--- config.mk ---
export PLATFORM = sky130hd
export DESIGN_NAME = heightmap_text_parser_isometric_top
export DESIGN_NICKNAME = d
export VERILOG_FILES = /design/src/hdl/hmtp_pkg.sv /design/src/hdl/heightmap_text_parser_isometric_top.sv /design/src/hdl/hmtp_ctrl.sv /design/src/hdl/hmtp_dp.sv
export SDC_FILE = /design/constraint.sdc
export NUM_CORES = 2
export LEC_CHECK = 0
export BUFFER_PORTS_ARGS = -buffer_cell sky130_fd_sc_hd__buf_4
export CORE_ASPECT_RATIO = 1.4
export CORE_MARGIN = 3
export CORE_UTILIZATION = 27
export CTS_CLUSTER_SIZE = 24
export DETAILED_ROUTE_END_ITERATION = 8
export SLEW_MARGIN = 5
export SYNTH_ARGS = -nofsm -noshare
export SYNTH_HDL_FRONTEND = slang
export SYNTH_HIERARCHICAL = 1
export SYNTH_SLANG_ARGS = --single-unit
--- constraint.sdc ---
create_clock -name clk -period 9 [get_ports clk]
set_input_delay 1.8 -clock clk [delete_from_list [all_inputs] [get_ports clk]]
set_output_delay 1.8 -clock clk [all_outputs]
set_load 0.02 [all_outputs]
--- src/hdl/hmtp_pkg.sv ---
// ============================================================================
// hmtp_pkg - shared types and constants for the height-map text parser
// Payload structs, parser phases, controller states, command/status bundles.
// ============================================================================
package hmtp_pkg;

	// Map limits and counter widths
	localparam int MAX_COLUMNS = 1024;
	localparam int MAX_ROWS    = 1024;
	localparam int CNT_W       = 11;
	localparam int IDX_W       = 10;

	// Projection and color constants
	localparam logic signed [17:0] COS30_Q16 = 18'sd56756;
	localparam logic [31:0]        WHITE     = 32'h00FF_FFFF;

	// Result kinds
	localparam logic [1:0] KIND_POINT    = 2'd0;
	localparam logic [1:0] KIND_MISMATCH = 2'd1;
	localparam logic [1:0] KIND_DONE     = 2'd2;

	// Configuration register indexes
	localparam logic [1:0] CFG_SCALE    = 2'd0;
	localparam logic [1:0] CFG_ORIGIN_X = 2'd1;
	localparam logic [1:0] CFG_ORIGIN_Y = 2'd2;

	// Characters
	localparam logic [7:0] CH_NL    = 8'h0A;
	localparam logic [7:0] CH_SP    = 8'h20;
	localparam logic [7:0] CH_PLUS  = 8'h2B;
	localparam logic [7:0] CH_MINUS = 8'h2D;
	localparam logic [7:0] CH_COMMA = 8'h2C;
	localparam logic [7:0] CH_ZERO  = 8'h30;
	localparam logic [7:0] CH_NINE  = 8'h39;
	localparam logic [7:0] CH_TAB   = 8'h09;
	localparam logic [7:0] CH_CR    = 8'h0D;

	typedef struct packed {
		logic [7:0] text_byte;
		logic       end_of_input;
	} item_t;

	typedef struct packed {
		logic [1:0]         kind;
		logic [9:0]         column_index;
		logic [9:0]         row_index;
		logic signed [15:0] height;
		logic signed [31:0] screen_x;
		logic signed [31:0] screen_y;
		logic [31:0]        color;
		logic [10:0]        point_count;
		logic [10:0]        row_count;
		logic               last;
	} result_t;

	typedef enum logic [2:0] {
		PH_IDLE,
		PH_LEAD,
		PH_SIGN,
		PH_DIGITS,
		PH_PIECE0,
		PH_PRE,
		PH_COLOR,
		PH_TAIL
	} phase_t;

	typedef enum logic [2:0] {
		C_IDLE,
		C_DECODE,
		C_PROJ1,
		C_PROJ2,
		C_POINT,
		C_CLOSE,
		C_DONE
	} ctrl_state_t;

	typedef struct packed {
		logic load;
		logic feed;
		logic proj1;
		logic proj2;
		logic emit_point;
		logic close_row;
		logic finish;
	} dp_cmd_t;

	typedef struct packed {
		logic eoi;
		logic failed;
		logic is_nl;
		logic is_sp;
		logic tok_pending;
		logic line_open;
		logic mismatch;
		logic out_free;
	} dp_status_t;

	// Hex digit decode: bit 4 set flags a non-hex character
	function automatic logic [4:0] hex_value(input logic [7:0] c);
		logic [4:0] r;
		if (c >= 8'h30 && c <= 8'h39) begin
			r = {1'b0, 4'(c - 8'h30)};
		end else if (c >= 8'h61 && c <= 8'h66) begin
			r = {1'b0, 4'(c - 8'h57)};
		end else if (c >= 8'h41 && c <= 8'h46) begin
			r = {1'b0, 4'(c - 8'h37)};
		end else begin
			r = 5'h10;
		end
		return r;
	endfunction

endpackage

--- src/hdl/heightmap_text_parser_isometric_top.sv ---
// ============================================================================
// heightmap_text_parser_isometric_top - map text parser with iso projection
// Parses map text bytes into projected points, row checks and a size report.
// ============================================================================
// Usage:
//   item channel (item_valid/item_stall/item) takes one text byte per beat,
//   or an end-of-input beat that closes the pending token and row and then
//   reports the map size. result channel (result_valid/result_stall/result)
//   gives points, a row-length mismatch, or the done report; last marks the
//   final result caused by one input beat. cfg_valid/cfg_ready/cfg_index/
//   cfg_data write scale, origin_x and origin_y; cfg_ready is always high.
// Sequence:
//   A plain byte passes through the decode state only. A byte that ends a
//   token runs two projection multiply stages (PROJ1, PROJ2) and then the
//   POINT state, which loads its point. Closing a row adds the CLOSE state,
//   the done report DONE. No new byte is taken until the controller is idle.
// Reset:
//   arst_n clears the parser and restores scale 20, origin 960/270.
// Stall:
//   A result waits in the output register while the next byte is taken;
//   the controller holds only when it must load a new result into it.
// ============================================================================
module heightmap_text_parser_isometric_top (
	input  logic               clk,
	input  logic               arst_n,
	input  logic               item_valid,
	output logic               item_stall,
	input  hmtp_pkg::item_t    item,
	output logic               result_valid,
	input  logic               result_stall,
	output hmtp_pkg::result_t  result,
	input  logic               cfg_valid,
	output logic               cfg_ready,
	input  logic [1:0]         cfg_index,
	input  logic [11:0]        cfg_data
);

	hmtp_pkg::dp_cmd_t    cmd;
	hmtp_pkg::dp_status_t status;
	logic                 cfg_we;

	// Registers accept writes at any time
	assign cfg_ready = 1'b1;
	assign cfg_we    = cfg_valid && cfg_ready;

	hmtp_ctrl u_ctrl (
		.clk        (clk),
		.arst_n     (arst_n),
		.item_valid (item_valid),
		.item_stall (item_stall),
		.status     (status),
		.cmd        (cmd)
	);

	hmtp_dp u_dp (
		.clk          (clk),
		.arst_n       (arst_n),
		.item         (item),
		.cmd          (cmd),
		.status       (status),
		.cfg_we       (cfg_we),
		.cfg_index    (cfg_index),
		.cfg_data     (cfg_data),
		.result_valid (result_valid),
		.result       (result),
		.result_stall (result_stall)
	);

endmodule

--- src/hdl/hmtp_ctrl.sv ---
// ============================================================================
// hmtp_ctrl - sequencing controller for the height-map text parser
// Steps one text byte through decode, projection, row close and report.
// ============================================================================
module hmtp_ctrl (
	input  logic                  clk,
	input  logic                  arst_n,
	input  logic                  item_valid,
	output logic                  item_stall,
	input  hmtp_pkg::dp_status_t  status,
	output hmtp_pkg::dp_cmd_t     cmd
);

	hmtp_pkg::ctrl_state_t state_q, state_d;

	// State register
	always_ff @(posedge clk or negedge arst_n) begin
		if (!arst_n) begin
			state_q <= hmtp_pkg::C_IDLE;
		end else begin
			state_q <= state_d;
		end
	end

	// Next state
	always_comb begin
		state_d = state_q;
		unique case (state_q)
			hmtp_pkg::C_IDLE: begin
				if (item_valid) state_d = hmtp_pkg::C_DECODE;
			end
			hmtp_pkg::C_DECODE: begin
				priority if (status.eoi) begin
					if (status.failed) state_d = hmtp_pkg::C_DONE;
					else if (status.tok_pending) state_d = hmtp_pkg::C_PROJ1;
					else if (status.line_open) state_d = hmtp_pkg::C_CLOSE;
					else state_d = hmtp_pkg::C_DONE;
				end else if (status.failed) begin
					state_d = hmtp_pkg::C_IDLE;
				end else if ((status.is_nl || status.is_sp) && status.tok_pending) begin
					state_d = hmtp_pkg::C_PROJ1;
				end else if (status.is_nl) begin
					state_d = hmtp_pkg::C_CLOSE;
				end else begin
					state_d = hmtp_pkg::C_IDLE;
				end
			end
			hmtp_pkg::C_PROJ1: state_d = hmtp_pkg::C_PROJ2;
			hmtp_pkg::C_PROJ2: state_d = hmtp_pkg::C_POINT;
			hmtp_pkg::C_POINT: begin
				if (status.out_free) begin
					if (status.eoi || status.is_nl) state_d = hmtp_pkg::C_CLOSE;
					else state_d = hmtp_pkg::C_IDLE;
				end
			end
			hmtp_pkg::C_CLOSE: begin
				if (status.out_free || !status.mismatch) begin
					if (status.eoi) state_d = hmtp_pkg::C_DONE;
					else state_d = hmtp_pkg::C_IDLE;
				end
			end
			hmtp_pkg::C_DONE: begin
				if (status.out_free || status.failed) state_d = hmtp_pkg::C_IDLE;
			end
			default: state_d = hmtp_pkg::C_IDLE;
		endcase
	end

	// Outputs
	always_comb begin
		cmd        = '0;
		item_stall = (state_q != hmtp_pkg::C_IDLE);
		unique case (state_q)
			hmtp_pkg::C_IDLE: cmd.load = item_valid;
			hmtp_pkg::C_DECODE: begin
				cmd.feed = !status.eoi && !status.failed && !status.is_nl
					&& !(status.is_sp && status.tok_pending);
			end
			hmtp_pkg::C_PROJ1: cmd.proj1 = 1'b1;
			hmtp_pkg::C_PROJ2: cmd.proj2 = 1'b1;
			hmtp_pkg::C_POINT: cmd.emit_point = status.out_free;
			hmtp_pkg::C_CLOSE: cmd.close_row = status.out_free || !status.mismatch;
			hmtp_pkg::C_DONE: cmd.finish = status.out_free || status.failed;
			default: cmd = '0;
		endcase
	end

endmodule

--- src/hdl/hmtp_dp.sv ---
// ============================================================================
// hmtp_dp - datapath for the height-map text parser
// Token and row state, configuration registers, projection arithmetic
// and the result register.
// ============================================================================
module hmtp_dp (
	input  logic                  clk,
	input  logic                  arst_n,
	input  hmtp_pkg::item_t       item,
	input  hmtp_pkg::dp_cmd_t     cmd,
	output hmtp_pkg::dp_status_t  status,
	input  logic                  cfg_we,
	input  logic [1:0]            cfg_index,
	input  logic [11:0]           cfg_data,
	output logic                  result_valid,
	output hmtp_pkg::result_t     result,
	input  logic                  result_stall
);

	localparam int CW = hmtp_pkg::CNT_W;
	localparam int IW = hmtp_pkg::IDX_W;

	// Latched input beat
	logic [7:0] byte_q;
	logic       eoi_q;

	// Configuration
	logic [7:0]  scale_q;
	logic [11:0] origin_x_q;
	logic [11:0] origin_y_q;

	// Parser state
	hmtp_pkg::phase_t phase_q;
	logic [15:0]      height_acc_q;
	logic             negative_q;
	logic [31:0]      color_acc_q;
	logic [1:0]       prefix_skip_q;
	logic             color_present_q;
	logic [CW-1:0]    col_cnt_q;
	logic [CW-1:0]    row_num_q;
	logic [CW-1:0]    exp_width_q;
	logic             failed_q;
	logic             line_open_q;

	// Projection pipeline
	logic signed [20:0] m1_s1;
	logic signed [27:0] p_s1;
	logic signed [37:0] m2_s2;
	logic signed [28:0] q_s2;

	// Result register
	logic              res_valid_q;
	hmtp_pkg::result_t res_q;

	// Byte classes
	logic       is_digit, is_ws, is_nl, is_sp, is_comma;
	logic [3:0] dval;
	logic [4:0] hex;
	assign is_digit = (byte_q >= hmtp_pkg::CH_ZERO) && (byte_q <= hmtp_pkg::CH_NINE);
	assign is_ws    = (byte_q >= hmtp_pkg::CH_TAB) && (byte_q <= hmtp_pkg::CH_CR);
	assign is_nl    = (byte_q == hmtp_pkg::CH_NL);
	assign is_sp    = (byte_q == hmtp_pkg::CH_SP);
	assign is_comma = (byte_q == hmtp_pkg::CH_COMMA);
	assign dval     = 4'(byte_q - hmtp_pkg::CH_ZERO);
	assign hex      = hmtp_pkg::hex_value(byte_q);

	// Saturated height of the pending token
	logic [15:0]        mag_neg;
	logic [15:0]        mag_pos;
	logic signed [15:0] height_d;
	assign mag_neg  = (height_acc_q > 16'd32768) ? 16'd32768 : height_acc_q;
	assign mag_pos  = (height_acc_q > 16'd32767) ? 16'd32767 : height_acc_q;
	assign height_d = negative_q ? $signed(16'(~mag_neg + 16'd1)) : $signed(mag_pos);

	// Row bookkeeping
	logic          col_in_range, row_in_range;
	logic [CW-1:0] col_next, row_next;
	logic          mismatch, mismatch_after;
	assign col_in_range   = col_cnt_q < CW'(hmtp_pkg::MAX_COLUMNS);
	assign row_in_range   = row_num_q < CW'(hmtp_pkg::MAX_ROWS);
	assign col_next       = col_in_range ? col_cnt_q + CW'(1) : col_cnt_q;
	assign row_next       = row_in_range ? row_num_q + CW'(1) : row_num_q;
	assign mismatch       = (exp_width_q != '0) && (col_cnt_q != exp_width_q);
	assign mismatch_after = (exp_width_q != '0) && (col_next != exp_width_q);

	// Status to the controller
	assign status.eoi         = eoi_q;
	assign status.failed      = failed_q;
	assign status.is_nl       = is_nl;
	assign status.is_sp       = is_sp;
	assign status.tok_pending = (phase_q != hmtp_pkg::PH_IDLE);
	assign status.line_open   = line_open_q;
	assign status.mismatch    = mismatch;
	assign status.out_free    = !res_valid_q || !result_stall;

	// Ordinary byte: next token state
	hmtp_pkg::phase_t phase_d;
	logic [15:0]      height_acc_d;
	logic             negative_d;
	logic [31:0]      color_acc_d;
	logic [1:0]       prefix_skip_d;
	logic             color_present_d;
	logic [19:0]      acc_mul;
	assign acc_mul = 20'(height_acc_q) * 20'd10 + 20'(dval);

	always_comb begin
		phase_d         = phase_q;
		height_acc_d    = height_acc_q;
		negative_d      = negative_q;
		color_acc_d     = color_acc_q;
		prefix_skip_d   = prefix_skip_q;
		color_present_d = color_present_q;
		if (!is_sp) begin
			unique case (phase_q)
				hmtp_pkg::PH_IDLE, hmtp_pkg::PH_LEAD: begin
					priority if (is_ws) begin
						phase_d = hmtp_pkg::PH_LEAD;
					end else if (byte_q == hmtp_pkg::CH_PLUS
						|| byte_q == hmtp_pkg::CH_MINUS) begin
						negative_d = (byte_q == hmtp_pkg::CH_MINUS);
						phase_d    = hmtp_pkg::PH_SIGN;
					end else if (is_digit) begin
						height_acc_d = 16'(dval);
						phase_d      = hmtp_pkg::PH_DIGITS;
					end else if (is_comma) begin
						phase_d = (phase_q == hmtp_pkg::PH_IDLE) ? hmtp_pkg::PH_PRE
							: hmtp_pkg::PH_COLOR;
					end else begin
						phase_d = hmtp_pkg::PH_PIECE0;
					end
				end
				hmtp_pkg::PH_SIGN, hmtp_pkg::PH_DIGITS: begin
					if (is_digit) begin
						height_acc_d = (acc_mul > 20'd32768) ? 16'd32768 : acc_mul[15:0];
						phase_d      = hmtp_pkg::PH_DIGITS;
					end else begin
						phase_d = is_comma ? hmtp_pkg::PH_COLOR : hmtp_pkg::PH_PIECE0;
					end
				end
				hmtp_pkg::PH_PIECE0: begin
					if (is_comma) phase_d = hmtp_pkg::PH_COLOR;
				end
				hmtp_pkg::PH_PRE: begin
					if (!is_comma) phase_d = hmtp_pkg::PH_PIECE0;
				end
				hmtp_pkg::PH_COLOR: begin
					if (is_comma) begin
						if (color_present_q) phase_d = hmtp_pkg::PH_TAIL;
					end else begin
						color_present_d = 1'b1;
						if (prefix_skip_q != 2'd2) begin
							prefix_skip_d = prefix_skip_q + 2'd1;
						end else if (hex[4]) begin
							color_acc_d = '1;
						end else begin
							color_acc_d = {color_acc_q[27:0], hex[3:0]};
						end
					end
				end
				hmtp_pkg::PH_TAIL: phase_d = phase_q;
				default: phase_d = phase_q;
			endcase
		end
	end

	// Projection stage 1: column/row products with scale
	logic signed [11:0] col_s, row_s, diff;
	logic signed [11:0] crsum;
	logic signed [18:0] s_d;
	logic signed [8:0]  scale_s;
	logic signed [20:0] m1_d;
	logic signed [27:0] p_d;
	assign col_s   = $signed({2'b00, col_cnt_q[IW-1:0]});
	assign row_s   = $signed({2'b00, row_num_q[IW-1:0]});
	assign diff    = col_s - row_s;
	assign crsum   = col_s + row_s;
	assign s_d     = 19'(crsum) - 19'($signed({height_d, 1'b0}));
	assign scale_s = $signed({1'b0, scale_q});
	assign m1_d    = 21'(diff) * 21'(scale_s);
	assign p_d     = 28'(s_d) * 28'(scale_s);

	// Projection stage 2: cosine product and y offset
	logic signed [37:0] m2_d;
	logic signed [28:0] q_d;
	assign m2_d = 38'(m1_s1) * 38'(hmtp_pkg::COS30_Q16);
	assign q_d  = 29'(p_s1) + $signed({16'd0, origin_y_q, 1'b0});

	always_ff @(posedge clk) begin
		if (cmd.proj1) begin
			m1_s1 <= m1_d;
			p_s1  <= p_d;
		end
		if (cmd.proj2) begin
			m2_s2 <= m2_d;
			q_s2  <= q_d;
		end
	end

	// Final offset and truncation toward zero
	logic signed [37:0] n_x;
	logic signed [37:0] sx_full;
	logic signed [28:0] sy_full;
	assign n_x     = m2_s2 + $signed({10'd0, origin_x_q, 16'd0});
	assign sx_full = n_x[37] ? ((n_x + 38'sd65535) >>> 16) : (n_x >>> 16);
	assign sy_full = q_s2[28] ? ((q_s2 + 29'sd1) >>> 1) : (q_s2 >>> 1);

	// Result candidates
	hmtp_pkg::result_t pt_res, mm_res, done_res;
	always_comb begin
		pt_res              = '0;
		pt_res.kind         = hmtp_pkg::KIND_POINT;
		pt_res.column_index = col_cnt_q[IW-1:0];
		pt_res.row_index    = row_num_q[IW-1:0];
		pt_res.height       = height_d;
		pt_res.screen_x     = sx_full[31:0];
		pt_res.screen_y     = 32'(sy_full);
		pt_res.color        = color_present_q ? color_acc_q : hmtp_pkg::WHITE;
		pt_res.last         = !eoi_q && !(is_nl && mismatch_after);

		mm_res             = '0;
		mm_res.kind        = hmtp_pkg::KIND_MISMATCH;
		mm_res.row_index   = row_num_q[IW-1:0];
		mm_res.point_count = col_cnt_q;
		mm_res.last        = 1'b1;

		done_res             = '0;
		done_res.kind        = hmtp_pkg::KIND_DONE;
		done_res.point_count = exp_width_q;
		done_res.row_count   = row_num_q;
		done_res.last        = 1'b1;
	end

	// Latch the input beat
	always_ff @(posedge clk) begin
		if (cmd.load) begin
			byte_q <= item.text_byte;
			eoi_q  <= item.end_of_input;
		end
	end

	// Configuration registers
	always_ff @(posedge clk or negedge arst_n) begin
		if (!arst_n) begin
			scale_q    <= 8'd20;
			origin_x_q <= 12'd960;
			origin_y_q <= 12'd270;
		end else if (cfg_we) begin
			unique case (cfg_index)
				hmtp_pkg::CFG_SCALE:    scale_q    <= cfg_data[7:0];
				hmtp_pkg::CFG_ORIGIN_X: origin_x_q <= cfg_data;
				hmtp_pkg::CFG_ORIGIN_Y: origin_y_q <= cfg_data;
				default: ;
			endcase
		end
	end

	// Parser and row state
	always_ff @(posedge clk or negedge arst_n) begin
		if (!arst_n) begin
			phase_q         <= hmtp_pkg::PH_IDLE;
			height_acc_q    <= '0;
			negative_q      <= 1'b0;
			color_acc_q     <= '0;
			prefix_skip_q   <= '0;
			color_present_q <= 1'b0;
			col_cnt_q       <= '0;
			row_num_q       <= '0;
			exp_width_q     <= '0;
			failed_q        <= 1'b0;
			line_open_q     <= 1'b0;
		end else begin
			priority if (cmd.finish) begin
				// clear the whole map
				phase_q         <= hmtp_pkg::PH_IDLE;
				height_acc_q    <= '0;
				negative_q      <= 1'b0;
				color_acc_q     <= '0;
				prefix_skip_q   <= '0;
				color_present_q <= 1'b0;
				col_cnt_q       <= '0;
				row_num_q       <= '0;
				exp_width_q     <= '0;
				failed_q        <= 1'b0;
				line_open_q     <= 1'b0;
			end else if (cmd.emit_point) begin
				// advance column, drop token
				col_cnt_q       <= col_next;
				phase_q         <= hmtp_pkg::PH_IDLE;
				height_acc_q    <= '0;
				negative_q      <= 1'b0;
				color_acc_q     <= '0;
				prefix_skip_q   <= '0;
				color_present_q <= 1'b0;
			end else if (cmd.close_row) begin
				if (mismatch) begin
					failed_q <= 1'b1;
				end else if (row_num_q == '0) begin
					exp_width_q <= col_cnt_q;
				end
				row_num_q   <= row_next;
				col_cnt_q   <= '0;
				line_open_q <= 1'b0;
			end else if (cmd.feed) begin
				line_open_q     <= 1'b1;
				phase_q         <= phase_d;
				height_acc_q    <= height_acc_d;
				negative_q      <= negative_d;
				color_acc_q     <= color_acc_d;
				prefix_skip_q   <= prefix_skip_d;
				color_present_q <= color_present_d;
			end
		end
	end

	// Result register: load on emit, release when taken
	logic res_load;
	assign res_load = (cmd.emit_point && col_in_range && row_in_range)
		|| (cmd.close_row && mismatch)
		|| (cmd.finish && !failed_q);

	always_ff @(posedge clk or negedge arst_n) begin
		if (!arst_n) begin
			res_valid_q <= 1'b0;
		end else if (res_load) begin
			res_valid_q <= 1'b1;
		end else if (!result_stall) begin
			res_valid_q <= 1'b0;
		end
	end

	always_ff @(posedge clk) begin
		if (res_load) begin
			priority if (cmd.emit_point) res_q <= pt_res;
			else if (cmd.close_row) res_q <= mm_res;
			else res_q <= done_res;
		end
	end

	assign result_valid = res_valid_q;
	assign result       = res_q;

endmodule
==> results.md <==
Clock network:
- The maximum buffer depth of the clock tree is 3.
- The CTS tree is done.
- Clock-pin slew was measured on the worst setup and hold paths at 0.06 ns.
- The H-tree depth is 2.
- In this run, CTS created clock tree buffers numbering 45.
- The clock net sink count is 386.
- The clock root buffer is sky130_fd_sc_hd__clkbuf_16.
- At the later pin of the worst-skew pair, clock insertion delay measures 0.61 ns.

Cells and area:
- After the last flow step, the layout net total stands at 4415.
- Summing all multi-input logic gate instances after layout gives 21800 sq um.
- The area growth from synthesis to layout is 14.8%.
- The post-route netlist has 11.6% of its cells at a drive strength greater than 1.
- Measured on the finished design, the core utilization comes to 31.3%.
- In the final layout, flip-flops and latches occupy 11000 sq um.
- Fill cells in the final layout number 13.4k.

GRT:
- The via count of the first global-routing pass was 25.7k.
- Entering global routing, the biggest net connects 121 pins.
- The initial antenna violation count came to 1.
- Summed over all layers, the global routing overflow is 0.
- The total track usage is 12.5%.
- The wire length of the first global-routing pass is 137 mm.

Logic synthesis:
- The synthesized design devotes to its leading area cell type 22.1% of total area.
- The count of unique library cells instantiated by Yosys is 99.
- The synthesized netlist devotes 5.90% of its cell area to XOR and XNOR gates.
- The most repeated cell in the gate-level netlist after synthesis is sky130_fd_sc_hd__inv_1.
- For this run, asynchronously set or reset flops after synthesis account for 32.6%.
- The multiplexer share of the synthesized area is 2.05%.
- Summing the areas of all and, or, nand and nor instances in the mapped netlist gives 14.2% of the synthesized area.
- The number of warning messages in the yosys log is 6.
- The largest family of logic cells by synthesized area is adder cells.
- The share of the synthesized area in compound gates (AO/OA/AOI/OAI) is 8.93%.
- The cell area after synthesis is 35400 sq um.
- The cell count after synthesis is 3548.
- Of the total synthesized cell area, the portion taken by full adders, half adders and majority gates is 30.3%.
- The count of state elements after synthesis is 386.
- The synthesized netlist net count is 4226.
- The commonest cells after synthesis are 565 x sky130_fd_sc_hd__inv_1, 346 x sky130_fd_sc_hd__fa_1, 307 x sky130_fd_sc_hd__nor2_1, 304 x sky130_fd_sc_hd__ha_1, 262 x sky130_fd_sc_hd__nand2_1.
- The count of flip-flops with a built-in enable after synthesis is 260.
- By area the synthesized netlist is led by sky130_fd_sc_hd__edfxtp_1 22%, sky130_fd_sc_hd__fa_1 20%, sky130_fd_sc_hd__ha_1 11%.
- The synthesized design spends more area on one cell type than any other, namely sky130_fd_sc_hd__edfxtp_1.
- For this run, the register share of the synthesized area comes to 31.0%.
- The average cell area after synthesis is 9.97 sq um.
- Among all flip-flop cells after synthesis, the most frequent one is sky130_fd_sc_hd__edfxtp_1.

Flow run:
- The max-capacitance violation count is 0.

Setup path:
- In this run the worst setup path terminates at u_dp/p_s1[26]$_DFFE_PP_.
- In this run the critical register-to-register path is launched from u_dp/height_acc_q[3]$_DFFE_PN0P_.
- The minimum setup slack among reg-to-reg paths is 0.50 ns.
- The start point of the critical path is u_dp/height_acc_q[3]$_DFFE_PN0P_.
- The cell that appears most often on the critical path is sky130_fd_sc_hd__fa_1.
- The sort of element at the end of the critical path is a flop.
- For this run, the slowest stage of the critical path takes 0.54 ns.
- The worst endpoint data arrival time is 8.84 ns.
- The maximum fanout along the worst path is 8.
- The startpoint type of the worst setup path is a flop.
- The library cell contributing the largest single delay on the critical path is sky130_fd_sc_hd__fa_1.
- In this run the critical register-to-register path is captured at u_dp/p_s1[26]$_DFFE_PP_.
- For the worst setup path, the data required time is 9.34 ns.
- The depth of the most critical reg-to-reg path is 36.
- The critical setup path kind is flop to flop.

Drt:
- After detailed routing, the average wire length per cell comes to 15.5 um.
- The residual antenna-violating net count after detailed routing is 0.
- The via count of the routed design is 25.0k.
- The post-detailed-route DRC marker count is 0.
- Summed over all layers, the routed wires come to 85.4 mm.
- In this run, the number of DRC markers left after iteration 0 of detailed routing was 1329.
- The mean number of vias per cell is 4.54.
- For this run, the detailed router's first-pass iteration total came to 5.

Die:
- The area inside the core boundary is 130000 sq um.
- In this run the count of I/O pins placed on the die edge is 188.
- The count of standard-cell rows is 156.
- The chip width is 312 um.
- In this run the vertical extent of the chip is 434 um.
- The die covers 135000 sq um.
- For this configuration, the core starts out at a cell density of 27.3%.

STA:
- On the final layout, the worst clock skew is 0.0347 ns.
- Setup repair after global routing left no endpoint under its margin.
- The worst relative slew slack is 16.4%.
- The achievable clock frequency is 118 MHz.
- The final worst-path setup slack is 0.497 ns.
- The clock period minus worst slack is 8.50 ns.
- The final-report setup violation count is 0.
- The final cycle utilization of the critical path is 94.5%.
- The final count of hold timing violations is 0.
- The slew of the pin with the lowest slew margin is 1.25 ns.
- The max-slew violation total from the final report is 0.
- Final hold analysis gives a worst-case slack of 0.486 ns.

Placed design:
- Detailed placement ended at an HPWL of 68.5 mm.
- Routability-driven placement finished with a final weighted congestion of 0.855.
- The count of buffers added on input and output ports is 186.
- The worst slack at placement is -0.137 ns.

Hold path:
- The type of the worst min-delay path is flop to flop.

Status:
- The flow ran to the end, and the final reports show no timing, DRC or antenna violations.
[area by class of cell]
class | instances | area share (%)
multi-input combinational | 2474 | 53.8
antenna | 1 | 0.00616
clock buffer | 58 | 2.94
sequential | 386 | 27.0
timing repair buffer | 261 | 4.90
tap | 1738 | 5.36
inverter | 569 | 5.26
clock inverter | 25 | 0.687
[logic make-up after synthesis]
group / after synthesis
compound gates: 485
xor+xnor: 233
fa+ha+maj: 650
buf+inv: 688
flops: 386
mux: 68
other cells: 1
simple gates: 1037
[worst max-delay path: cells and delay by family, from the launching register on]
family	cells	cell delay (ns)
buf+inv	6	0.64
compound gates	11	1.97
flops	1	0.40
xor+xnor	3	0.42
fa+ha+maj	6	2.52
simple gates	10	2.28
[worst min path at each step]
| stage | from | endpoint | slack (ns) | depth (start not counted) |
|---|---|---|---|---|
| floorplan | u_dp/color_acc_q[28]$_DFFE_PN0P_ | u_dp/color_acc_q[28]$_DFFE_PN0P_ | 0.44 | 2 |
| global placement | u_dp/color_acc_q[28]$_DFFE_PN0P_ | u_dp/color_acc_q[28]$_DFFE_PN0P_ | 0.46 | 2 |
| detailed placement | u_dp/color_acc_q[29]$_DFFE_PN0P_ | u_dp/color_acc_q[29]$_DFFE_PN0P_ | 0.47 | 2 |
| CTS | u_dp/color_acc_q[29]$_DFFE_PN0P_ | u_dp/color_acc_q[29]$_DFFE_PN0P_ | 0.49 | 2 |
| global route | u_dp/color_acc_q[30]$_DFFE_PN0P_ | u_dp/color_acc_q[30]$_DFFE_PN0P_ | 0.51 | 2 |
| finish | u_dp/color_acc_q[31]$_DFFE_PN0P_ | u_dp/color_acc_q[31]$_DFFE_PN0P_ | 0.49 | 2 |
[metal layers]
| layer | routed length [um] | up-vias | track usage [%] |
|---|---|---|---|
| met5 | 0 | - | 0 |
| met2 | 44200 | 431 | 22.7 |
| li1 | - | 12099 | - |
| met1 | 36000 | 12386 | 15.2 |
| met4 | 2610 | 0 | 4.27 |
| met3 | 2630 | 122 | 1.47 |
[state kept, by name, summed over array words and instances, names as in the netlist, 2 cells and up]
signal and flops:
u_dp/scale_q 8, u_dp/col_cnt_q 11, u_dp/origin_x_q 12, u_dp/exp_width_q 11, u_dp/phase_q 3, u_dp/color_acc_q 32
u_dp/q_s2 28, u_dp/m1_s1 20, u_dp/prefix_skip_q 2, u_dp/row_num_q 11, u_dp/byte_q 8, u_ctrl/state_q 3
u_dp/height_acc_q 16, u_dp/p_s1 26, u_dp/result 143, u_dp/origin_y_q 12, u_dp/m2_s2 34
[placed cells by master (no fill, tap or decap), drive strengths merged, types with 126 or more instances in the layout]
cell      n
fa      346
nor2    307
edfxtp  260
nand2   263
xnor2   162
a21oi   137
ha      304
o21ai   126
buf     261
inv     571
[stage by stage]
step | TNS [ns] | area [sq um] | std cells
floorplan | 0 | 35400 | 3548
global placement | 0 | 39000 | 5426
detailed placement | -0.201 | 39000 | 5426
CTS | 0 | 40500 | 5511
global route | 0 | 40600 | 5511
finish | 0 | 40600 | 5512
[what timing repair did]
item,4_1_cts,5_1_grt
hold buffers,0,0
setup endpoints to repair,3,7
buffers inserted,2,0
gates resized for setup,3,20
pin swaps,1,1
Power is not shown: default switching activity piles up to over one toggle a cycle in this logic, so the estimate is an artifact.
